[config.mk]
export PLATFORM = sky130hd
export DESIGN_NAME = window_queue_with_mean_flat
export DESIGN_NICKNAME = d
export VERILOG_FILES = /design/src/wqm_pkg.sv /design/src/wqm_if.sv /design/src/wqm_ram.sv /design/src/wqm_div.sv /design/src/wqm_ctrl.sv /design/src/wqm_datapath.sv /design/src/window_queue_with_mean.sv /design/src/flat_wrapper.sv
export VERILOG_INCLUDE_DIRS = /design/src /design/src/src
export SDC_FILE = /design/constraint.sdc
export NUM_CORES = 1
export LEC_CHECK = 0
export ABC_AREA = 0
export BUFFER_PORTS_ARGS = -buffer_cell sky130_fd_sc_hd__buf_2
export CAP_MARGIN = 20
export CORE_ASPECT_RATIO = 0.8
export CORE_MARGIN = 5
export CORE_UTILIZATION = 30
export DETAILED_ROUTE_END_ITERATION = 10
export GPL_ROUTABILITY_DRIVEN = 0
export GPL_TIMING_DRIVEN = 0
export PLACE_DENSITY = 0.47
export SLEW_MARGIN = 15
export SYNTH_ARGS = -nofsm -noshare
export SYNTH_HDL_FRONTEND = slang
export SYNTH_SLANG_ARGS = --single-unit
[constraint.sdc]
create_clock -name clock -period 5.3 [get_ports clock]
set_clock_uncertainty 0.1 [all_clocks]
set_input_delay 0.53 -clock clock [delete_from_list [all_inputs] [get_ports clock]]
set_output_delay 0.53 -clock clock [all_outputs]
set_load 0.05 [all_outputs]
[src/window_queue_with_mean_macros.svh]
// Assertion macros shared by the window queue RTL.
`ifndef WINDOW_QUEUE_WITH_MEAN_MACROS_SVH
`define WINDOW_QUEUE_WITH_MEAN_MACROS_SVH

// Same-cycle implication, disabled while reset is high.
`define WQM_ASSERT_NOW(label, clk, rst, ante, cons) \
   label: assert property (@(posedge clk) disable iff (rst) (ante) |-> (cons)) \
      else $error("window queue check failed");

// Next-cycle implication, disabled while reset is high.
`define WQM_ASSERT_NEXT(label, clk, rst, ante, cons) \
   label: assert property (@(posedge clk) disable iff (rst) (ante) |=> (cons)) \
      else $error("window queue check failed");

`endif

[src/wqm_pkg.sv]
// Types and constants shared by the window queue modules.
package wqm_pkg;

   localparam int VALUE_W   = 12;
   localparam int COUNT_W   = 3;
   localparam int DIV_STEPS = VALUE_W;
   localparam int STEP_W    = $clog2(DIV_STEPS);

   localparam logic ACT_INSERT = 1'b0;
   localparam logic ACT_REMOVE = 1'b1;

   typedef enum logic [2:0] {
      ST_IDLE,
      ST_READ,
      ST_UPDATE,
      ST_START,
      ST_DIVIDE
   } state_type;

   typedef struct packed {
      logic accept_en;
      logic rd_en;
      logic update;
      logic div_start;
      logic load_out;
   } cmd_type;

   typedef struct packed {
      logic req_valid;
      logic div_done;
      logic out_free;
   } status_type;

endpackage

[src/wqm_if.sv]
// Request and response channel interfaces of the window queue.
interface wqm_req_if;
   logic                        valid;
   logic                        ready;
   logic                        action;
   logic [wqm_pkg::VALUE_W-1:0] value;

   modport source (output valid, output action, output value, input ready);
   modport sink   (input valid, input action, input value, output ready);
endinterface

interface wqm_rsp_if;
   logic                        valid;
   logic                        ready;
   logic [wqm_pkg::VALUE_W-1:0] mean;
   logic [wqm_pkg::VALUE_W-1:0] removed_value;
   logic [wqm_pkg::COUNT_W-1:0] count;
   logic                        evicted;
   logic                        empty_error;

   modport source (output valid, output mean, output removed_value, output count,
                   output evicted, output empty_error, input ready);
   modport sink   (input valid, input mean, input removed_value, input count,
                   input evicted, input empty_error, output ready);
endinterface

[src/wqm_ram.sv]
// Generic single-port-write, registered-read RAM.
module wqm_ram #(
   parameter int WIDTH = 12,
   parameter int DEPTH = 5,
   localparam int AW = (DEPTH > 1) ? $clog2(DEPTH) : 1
) (
   input  logic             clock,
   input  logic             wr_en,
   input  logic [AW-1:0]    wr_addr,
   input  logic [WIDTH-1:0] wr_data,
   input  logic             rd_en,
   input  logic [AW-1:0]    rd_addr,
   output logic [WIDTH-1:0] rd_data
);

   logic [WIDTH-1:0] mem_ff [DEPTH];
   logic [WIDTH-1:0] rd_data_ff;

   always_ff @(posedge clock) begin
      if (wr_en) begin
         mem_ff[wr_addr] <= wr_data;
      end
      if (rd_en) begin
         rd_data_ff <= mem_ff[rd_addr];
      end
   end

   assign rd_data = rd_data_ff;

endmodule

[src/wqm_div.sv]
// Restoring divider, one quotient bit per cycle, for the running mean.
module wqm_div #(
   parameter int CNT_W = 3,
   localparam int SUM_W = wqm_pkg::VALUE_W + CNT_W
) (
   input  logic                        clock,
   input  logic                        reset,
   input  logic                        start,
   input  logic [SUM_W-1:0]            dividend,
   input  logic [CNT_W-1:0]            divisor,
   output logic [wqm_pkg::VALUE_W-1:0] quotient,
   output logic                        done
);

   localparam int VW = wqm_pkg::VALUE_W;

   logic [CNT_W-1:0]           rem_ff, rem_in;
   logic [VW-1:0]              dq_ff, dq_in;
   logic [wqm_pkg::STEP_W-1:0] step_ff, step_in;
   logic                       busy_ff, busy_in;
   logic                       done_ff, done_in;
   logic [CNT_W:0]             trial;
   logic                       fits;

   // The quotient is known to stay below 2**VALUE_W, so the upper bits of the
   // dividend are already smaller than the divisor and seed the remainder.
   always_comb begin
      trial   = {rem_ff, dq_ff[VW-1]};
      fits    = trial >= {1'b0, divisor};
      rem_in  = rem_ff;
      dq_in   = dq_ff;
      step_in = step_ff;
      busy_in = busy_ff;
      done_in = done_ff;
      if (start) begin
         rem_in  = dividend[SUM_W-1:VW];
         dq_in   = dividend[VW-1:0];
         step_in = '0;
         busy_in = 1'b1;
         done_in = 1'b0;
      end else if (busy_ff) begin
         rem_in = fits ? CNT_W'(trial - {1'b0, divisor}) : CNT_W'(trial);
         dq_in  = {dq_ff[VW-2:0], fits};
         if (step_ff == wqm_pkg::STEP_W'(wqm_pkg::DIV_STEPS - 1)) begin
            busy_in = 1'b0;
            done_in = 1'b1;
         end else begin
            step_in = step_ff + 1'b1;
         end
      end
   end

   always_ff @(posedge clock) begin
      if (reset) begin
         busy_ff <= 1'b0;
         done_ff <= 1'b0;
         step_ff <= '0;
      end else begin
         busy_ff <= busy_in;
         done_ff <= done_in;
         step_ff <= step_in;
      end
      rem_ff <= rem_in;
      dq_ff  <= dq_in;
   end

   assign quotient = dq_ff;
   assign done     = done_ff;

endmodule

[src/wqm_ctrl.sv]
// Sequencing state machine of the window queue.
module wqm_ctrl (
   input  logic                clock,
   input  logic                reset,
   input  wqm_pkg::status_type st,
   output wqm_pkg::cmd_type    cmd
);

   wqm_pkg::state_type state_ff, state_in;

   always_comb begin
      state_in = state_ff;
      unique case (state_ff)
         wqm_pkg::ST_IDLE:   if (st.req_valid) state_in = wqm_pkg::ST_READ;
         wqm_pkg::ST_READ:   state_in = wqm_pkg::ST_UPDATE;
         wqm_pkg::ST_UPDATE: state_in = wqm_pkg::ST_START;
         wqm_pkg::ST_START:  state_in = wqm_pkg::ST_DIVIDE;
         wqm_pkg::ST_DIVIDE: if (st.div_done && st.out_free) state_in = wqm_pkg::ST_IDLE;
         default:            state_in = wqm_pkg::ST_IDLE;
      endcase
   end

   always_comb begin
      cmd = '0;
      unique case (state_ff)
         wqm_pkg::ST_IDLE:   cmd.accept_en = 1'b1;
         wqm_pkg::ST_READ:   cmd.rd_en     = 1'b1;
         wqm_pkg::ST_UPDATE: cmd.update    = 1'b1;
         wqm_pkg::ST_START:  cmd.div_start = 1'b1;
         wqm_pkg::ST_DIVIDE: cmd.load_out  = st.div_done && st.out_free;
         default:            cmd = '0;
      endcase
   end

   always_ff @(posedge clock) begin
      if (reset) begin
         state_ff <= wqm_pkg::ST_IDLE;
      end else begin
         state_ff <= state_in;
      end
   end

endmodule

[src/wqm_datapath.sv]
// Ring storage, running sum, mean divider and response register of the queue.
`include "window_queue_with_mean_macros.svh"

module wqm_datapath #(
   parameter int CAPACITY = 5
) (
   input  logic                 clock,
   input  logic                 reset,
   input  wqm_pkg::cmd_type     cmd,
   output wqm_pkg::status_type  st,
   wqm_req_if.sink              req_if,
   wqm_rsp_if.source            rsp_if
);

   localparam int VW    = wqm_pkg::VALUE_W;
   localparam int IDX_W = (CAPACITY > 1) ? $clog2(CAPACITY) : 1;
   localparam int CNT_W = $clog2(CAPACITY + 1);
   localparam int SUM_W = VW + CNT_W;
   localparam int TW    = IDX_W + 2;

   logic              act_ff;
   logic [VW-1:0]     val_ff;
   logic [IDX_W-1:0]  head_ff, head_in;
   logic [CNT_W-1:0]  count_ff, count_in;
   logic [SUM_W-1:0]  sum_ff, sum_in;
   logic [VW-1:0]     pend_removed_ff;
   logic              pend_evicted_ff;
   logic              pend_err_ff;

   logic              out_valid_ff, out_valid_in;
   logic [VW-1:0]     out_mean_ff;
   logic [VW-1:0]     out_removed_ff;
   logic [wqm_pkg::COUNT_W-1:0] out_count_ff;
   logic              out_evicted_ff;
   logic              out_err_ff;

   logic [VW-1:0]     rd_data;
   logic [VW-1:0]     quotient;
   logic              div_done;

   logic              is_insert;
   logic              is_full;
   logic              do_pop;
   logic [IDX_W-1:0]  head_pop;
   logic [CNT_W-1:0]  count_pop;
   logic [TW-1:0]     tail_sum;
   logic [IDX_W-1:0]  tail_idx;
   logic              wr_en;
   logic              capture;

   assign capture   = req_if.valid && cmd.accept_en;
   assign is_insert = (act_ff == wqm_pkg::ACT_INSERT);
   assign is_full   = (count_ff == CNT_W'(CAPACITY));
   assign do_pop    = is_insert ? is_full : (count_ff != '0);

   always_comb begin
      head_pop  = head_ff;
      count_pop = count_ff;
      if (do_pop) begin
         head_pop  = (head_ff == IDX_W'(CAPACITY - 1)) ? '0 : head_ff + 1'b1;
         count_pop = count_ff - 1'b1;
      end
      tail_sum = TW'(head_pop) + TW'(count_pop);
      if (tail_sum >= TW'(CAPACITY)) begin
         tail_sum = tail_sum - TW'(CAPACITY);
      end
      tail_idx = IDX_W'(tail_sum);
   end

   assign wr_en = cmd.update && is_insert;

   always_comb begin
      head_in  = head_ff;
      count_in = count_ff;
      sum_in   = sum_ff;
      if (cmd.update) begin
         head_in  = head_pop;
         count_in = is_insert ? count_pop + 1'b1 : count_pop;
         sum_in   = sum_ff - (do_pop ? SUM_W'(rd_data) : '0)
                           + (is_insert ? SUM_W'(val_ff) : '0);
      end
   end

   assign out_valid_in = cmd.load_out ? 1'b1 : (rsp_if.ready ? 1'b0 : out_valid_ff);

   always_ff @(posedge clock) begin
      if (reset) begin
         head_ff      <= '0;
         count_ff     <= '0;
         sum_ff       <= '0;
         out_valid_ff <= 1'b0;
      end else begin
         head_ff      <= head_in;
         count_ff     <= count_in;
         sum_ff       <= sum_in;
         out_valid_ff <= out_valid_in;
      end
      if (capture) begin
         act_ff <= req_if.action;
         val_ff <= req_if.value;
      end
      if (cmd.update) begin
         pend_removed_ff <= (!is_insert && do_pop) ? rd_data : '0;
         pend_evicted_ff <= is_insert && is_full;
         pend_err_ff     <= !is_insert && (count_ff == '0);
      end
      if (cmd.load_out) begin
         out_mean_ff    <= (count_ff == '0) ? '0 : quotient;
         out_removed_ff <= pend_removed_ff;
         out_count_ff   <= wqm_pkg::COUNT_W'(count_ff);
         out_evicted_ff <= pend_evicted_ff;
         out_err_ff     <= pend_err_ff;
      end
   end

   wqm_ram #(
      .WIDTH (VW),
      .DEPTH (CAPACITY)
   ) u_slots (
      .clock   (clock),
      .wr_en   (wr_en),
      .wr_addr (tail_idx),
      .wr_data (val_ff),
      .rd_en   (cmd.rd_en),
      .rd_addr (head_ff),
      .rd_data (rd_data)
   );

   wqm_div #(
      .CNT_W (CNT_W)
   ) u_div (
      .clock    (clock),
      .reset    (reset),
      .start    (cmd.div_start),
      .dividend (sum_ff),
      .divisor  (count_ff),
      .quotient (quotient),
      .done     (div_done)
   );

   assign req_if.ready = cmd.accept_en;

   assign st.req_valid = req_if.valid;
   assign st.div_done  = div_done;
   assign st.out_free  = !out_valid_ff || rsp_if.ready;

   assign rsp_if.valid         = out_valid_ff;
   assign rsp_if.mean          = out_mean_ff;
   assign rsp_if.removed_value = out_removed_ff;
   assign rsp_if.count         = out_count_ff;
   assign rsp_if.evicted       = out_evicted_ff;
   assign rsp_if.empty_error   = out_err_ff;

   `WQM_ASSERT_NOW(a_empty_sum, clock, reset, count_ff == '0, sum_ff == '0)
   `WQM_ASSERT_NOW(a_err_result, clock, reset, out_valid_ff && out_err_ff,
                   out_count_ff == '0 && out_mean_ff == '0 && out_removed_ff == '0)
   `WQM_ASSERT_NOW(a_evict_full, clock, reset, out_valid_ff && out_evicted_ff,
                   out_count_ff == wqm_pkg::COUNT_W'(CAPACITY))
   `WQM_ASSERT_NEXT(a_div_busy, clock, reset, cmd.div_start, !div_done)

endmodule

[src/window_queue_with_mean.sv]
// Steps from request transaction to response valid: slot read, queue update, divider load,
// one quotient bit per cycle of the 12-bit mean, and the output load once the response
// register is free. A new request is taken only in the idle state after that; a finished
// response waits in its output register meanwhile.
// Reset is synchronous and active high; it empties the queue and the response register.
// Slot contents are not cleared; only values from slots holding stored entries are ever used.
module window_queue_with_mean #(
   parameter int CAPACITY = 5
) (
   input  logic       clock,
   input  logic       reset,
   wqm_req_if.sink    req_if,
   wqm_rsp_if.source  rsp_if
);

   // The controller only steps through the phases of one transaction; every
   // register that holds queue state or result data lives in the datapath.
   wqm_pkg::cmd_type    cmd;
   wqm_pkg::status_type st;

   wqm_ctrl u_ctrl (
      .clock (clock),
      .reset (reset),
      .st    (st),
      .cmd   (cmd)
   );

   // The datapath keeps the ring of slots, the head index, the entry count and
   // the running sum, so the mean never needs a walk over the stored values.
   wqm_datapath #(
      .CAPACITY (CAPACITY)
   ) u_datapath (
      .clock  (clock),
      .reset  (reset),
      .cmd    (cmd),
      .st     (st),
      .req_if (req_if),
      .rsp_if (rsp_if)
   );

endmodule
[src/flat_wrapper.sv]
// flat-port wrapper written by rule: the top's interface ports become plain ports
module window_queue_with_mean_flat 
#(
   parameter int CAPACITY = 5
)
  (clock, reset, req_if_valid, req_if_action, req_if_value, req_if_ready, rsp_if_valid, rsp_if_mean, rsp_if_removed_value, rsp_if_count, rsp_if_evicted, rsp_if_empty_error, rsp_if_ready);
  wqm_req_if req_if_i ();
  wqm_rsp_if rsp_if_i ();
  input  logic clock;
  input  logic reset;
  input wire logic [$bits(req_if_i.valid)-1:0] req_if_valid;
  input wire logic [$bits(req_if_i.action)-1:0] req_if_action;
  input wire logic [$bits(req_if_i.value)-1:0] req_if_value;
  output wire logic [$bits(req_if_i.ready)-1:0] req_if_ready;
  output wire logic [$bits(rsp_if_i.valid)-1:0] rsp_if_valid;
  output wire logic [$bits(rsp_if_i.mean)-1:0] rsp_if_mean;
  output wire logic [$bits(rsp_if_i.removed_value)-1:0] rsp_if_removed_value;
  output wire logic [$bits(rsp_if_i.count)-1:0] rsp_if_count;
  output wire logic [$bits(rsp_if_i.evicted)-1:0] rsp_if_evicted;
  output wire logic [$bits(rsp_if_i.empty_error)-1:0] rsp_if_empty_error;
  input wire logic [$bits(rsp_if_i.ready)-1:0] rsp_if_ready;
  assign req_if_i.valid = req_if_valid;
  assign req_if_i.action = req_if_action;
  assign req_if_i.value = req_if_value;
  assign req_if_ready = req_if_i.ready;
  assign rsp_if_valid = rsp_if_i.valid;
  assign rsp_if_mean = rsp_if_i.mean;
  assign rsp_if_removed_value = rsp_if_i.removed_value;
  assign rsp_if_count = rsp_if_i.count;
  assign rsp_if_evicted = rsp_if_i.evicted;
  assign rsp_if_empty_error = rsp_if_i.empty_error;
  assign rsp_if_i.ready = rsp_if_ready;
  window_queue_with_mean #(.CAPACITY(CAPACITY)) u_core (.clock(clock), .reset(reset), .req_if(req_if_i), .rsp_if(rsp_if_i));
endmodule
==> reports/summary.md <==
• 628 — gate count of the mapped netlist
• 0.008018 mm² — synthesized area
• 0.001001 W — power spent charging and discharging nets
• 206.2 MHz — upper clock frequency limit
• 30 — pin count of the biggest net entering global routing
• sky130_fd_sc_hd__nor2_2 — crit path max-delay cell type
• sky130_fd_sc_hd__edfxtp_1, sky130_fd_sc_hd__nand2_1, sky130_fd_sc_hd__buf_2, sky130_fd_sc_hd__inv_1 — top library cells by usage in the layout, fill and taps aside
• 12 — largest fanout on the critical path
• 0 — antenna diode instance count
• done — CTS tree
• 0 — GR Overflow Total
• 43.75% — worst slew margin relative to its limit
• 16.95 µm — post-DR wirelength/cell
• 17 — CTS Buf Count
• sky130_fd_sc_hd__edfxtp_1 — Synth Flop Type
• 0.43 ns — later-pin clock latency in the skew report
• 18.0% — logic gate share of total power
• flop — category of the worst setup path launch point
• 0.70 ns — delay of the slowest cell on the worst path
• 5.25 ns — data required time at the worst endpoint
• flop — category of the worst setup path capture point
• 143 — Post-synth EDFFs
• 12.37% — global-route usage over all layers
• 0 — Ys Warns
• 4.699 — post-DR vias/cell
• 0.02633 mm² — core area
• 0.8428 ns — Worst Tran Pin Value
• 0.1751 ns — Post-Route Hold Slack
• 0.002480 W — Int Power
• 12.77 µm² — mean instance size in the synthesized netlist
• 5018 — detailed-route via count
• 57 — distinct cell type count of the synthesized netlist
• 192.8 µm — horizontal extent of the die
• 47 — Port Buf Inserts
• 4.80 ns — data arrival time of the critical path
• 0 — total of hold buffers inserted after clock tree synthesis
• 18110 µm — total wire length after detailed routing
• 4884 — number of global-route vias before repair
• 156.2 µm — die extent in y
• 1068 — Non-Filler Instances
• 3.460 nW — leakage power figure
• 18.14% — share of post-route cells with drive strength above 1
• 312 — Iteration-0 DRC Markers
• 0.03012 mm² — Total Die Area
• 759 — final layout net count
• flop to flop — Setup Crit Path Kind
• no — setup repair after global routing missed its margin
• inv_1, ha_1, o21ai_0, o21ai_2, clkbuf_2, xnor2_1, ha_1, fa_1, inv_1, ha_1, or3b_2, a21boi_0, o211ai_1, nor2_2 — critical path cell sequence
• 91.49% — ratio of final minimum period to clock period
• 223.3 µV — peak supply drop
• 13620 µm — DP HPWL
• 0% — fraction of registers with async set or reset after synthesis
• 1035 — cell count after placement
• 2 — deepest clock path buffer count
• 5 — count of TritonRoute iterations in the first routing pass
• 28330 µm — wire length of the first global-routing pass
• 0 — count of endpoints failing setup in the final report
• 371.2 mW/mm² — Pwr Density
• 0 — post-route ant nets
• 2 — number of antenna violations at the first check in global routing
• 28.76% — Sw Ratio
• 45.4% — relative contribution of sequential cells to total power
• completed — result of the run
• 0 — max-slew violation count
• 36.7% — relative contribution of the clock network to total power
• 4.849 ns — minimum period implied by the final worst setup slack
• sky130_fd_sc_hd__edfxtp_1 — most common cell after layout, fill and taps aside
• 16.96% — post-synthesis to final-layout area growth
• primary input to flop — path category of the worst min-delay check
• 30.45% — initial core utilization
• 35.62% — share of the core filled with cells in the final layout
• 4 — number of H-tree levels
• 0 — number of hold violations in the final report
• 174 — sinks on the clock net
• 48 — # IOs
• 174 — register bit count reported by yosys
• 0 — max cap viols
• sky130_fd_sc_hd__clkbuf_16 — clock root buffer
• 0.07 ns — clock slew seen by the registers of the worst setup and hold paths
• 0 — number of setup buffers added after CTS
• 53 — placement row count
• 689 — total nets after synthesis
• 61.30% — share of the yosys chip area belonging to registers
• sky130_fd_sc_hd__ha_1 — Critical Path Most Common Cell
• 0 — remaining design rule violation count
## cells in the mapped netlist (all sizes together) (5+ instances only)
cell type	instances	area [µm²]
a21o	5	37.54
fa	14	280.3
buf	11	56.30
mux2	14	161.4
nor3	10	60.06
nor2	34	127.6
dfxtp	31	620.6
edfxtp	143	4294
or3	5	31.28
mux4	12	270.3
xnor2	7	61.31
a21oi	30	153.9
ha	30	375.4
nand3	19	95.09
inv	54	202.7
nand2	58	217.7
a31oi	5	31.28
o21ai	30	150.1
nor2b	8	50.05
and3	13	81.33
clkbuf	15	56.30
and2	24	150.1
## power by group through the flow
stage | clock [W] | combinational [W] | sequential (W)
2_1_floorplan | 0 | 0.000471 | 0.00159
3_3_place_gp | 0 | 0.000603 | 0.00161
3_5_place_dp | 0 | 0.000622 | 0.00161
4_1_cts | 0.00130 | 0.000627 | 0.00158
5_1_grt | 0.00137 | 0.000699 | 0.00159
6_report | 0.00128 | 0.000626 | 0.00158
## logic make-up after synthesis
kind of cell    after synthesis  share of synthesized area (%)
compound gates              100                          7.865
xor+xnor                     11                          1.202
fa+ha+maj                    44                          8.177
buf+inv                      81                          3.979
flops                       174                          61.30
mux                          28                          5.634
simple gates                190                          11.84
## through the flow
stage | cell area [µm²] | TNS, ns | power, W | worst slack, ns
CTS | 9345 | 0 | 0.003510 | 0.1499
global placement | 8700 | -15.56 | 0.002213 | -1.187
floorplan | 8018 | 0 | 0.002063 | 0.4824
global route | 9378 | 0 | 0.003655 | 0.05870
finish | 9378 | 0 | 0.003481 | 0.4508
detailed placement | 8748 | 0 | 0.002233 | 0.1803
## metal layers
metal | share of wire [%] | global-route usage [%] | vias up
li1 | - | - | 2411
met1 | 48 | 17.87 | 2461
met4 | 1.1 | 3.191 | 2
met5 | 0.072 | 0 | -
met3 | 5.0 | 3.122 | 20
met2 | 46 | 18.65 | 124
## critical path, delay by kind of cell (launching register included)
family          cells  cell delay [ns]
fa+ha+maj           4             1.18
buf+inv             3             0.51
flops               1             0.48
xor+xnor            1             0.30
simple gates        2             1.16
compound gates      4             0.73
## area by class of cell
class                   instances  area, µm²
plain buffers                  26      115.1
inverters                      55      206.4
multi-input cells             373       2809
clock buffers                  19      454.2
flip-flops and latches        174       4915
clock inverters                13      142.6
repair buffers                 51      289.0
well taps                     357      446.7
fillers                      2582      16950
## path summary, 6_finish.rpt
path / from / to / slack (ns) / depth (start not counted)
max reg2reg: u_core.u_datapath.count_ff[1] / u_core.u_datapath.u_slots.mem_ff[3][10] / 0.45 / 14
min: req_if_value[7] / u_core.u_datapath.val_ff[7] / 0.18 / 1
min reg2reg: u_core.u_datapath.pend_removed_ff[4] / u_core.u_datapath.rsp_if.removed_value[4] / 0.32 / 0
max: u_core.u_datapath.count_ff[1] / u_core.u_datapath.u_slots.mem_ff[3][10] / 0.45 / 14
## registers in the layout, indices dropped and copies added, names as in the netlist, 4 cells and up, named ones only
| register | cells |
|---|---|
| u_core.u_datapath.pend_removed_ff | 12 |
| u_core.u_datapath.rsp_if.mean | 12 |
| u_core.u_datapath.rsp_if.removed_value | 12 |
| u_core.u_datapath.sum_ff | 15 |
| u_core.u_datapath.u_div.quotient | 12 |
| u_core.u_datapath.u_div.step_ff | 4 |
| u_core.u_datapath.u_slots.mem_ff | 60 |
| u_core.u_datapath.u_slots.rd_data | 12 |
| u_core.u_datapath.val_ff | 12 |
## timing repair
action | 4_1_cts | 5_1_grt
gates resized for setup | 0 | 3
endpoints found under the setup margin | 0 | 57
endpoints found under the hold margin | 0 | 0
Note: power is estimated with default switching activity, not from simulation.
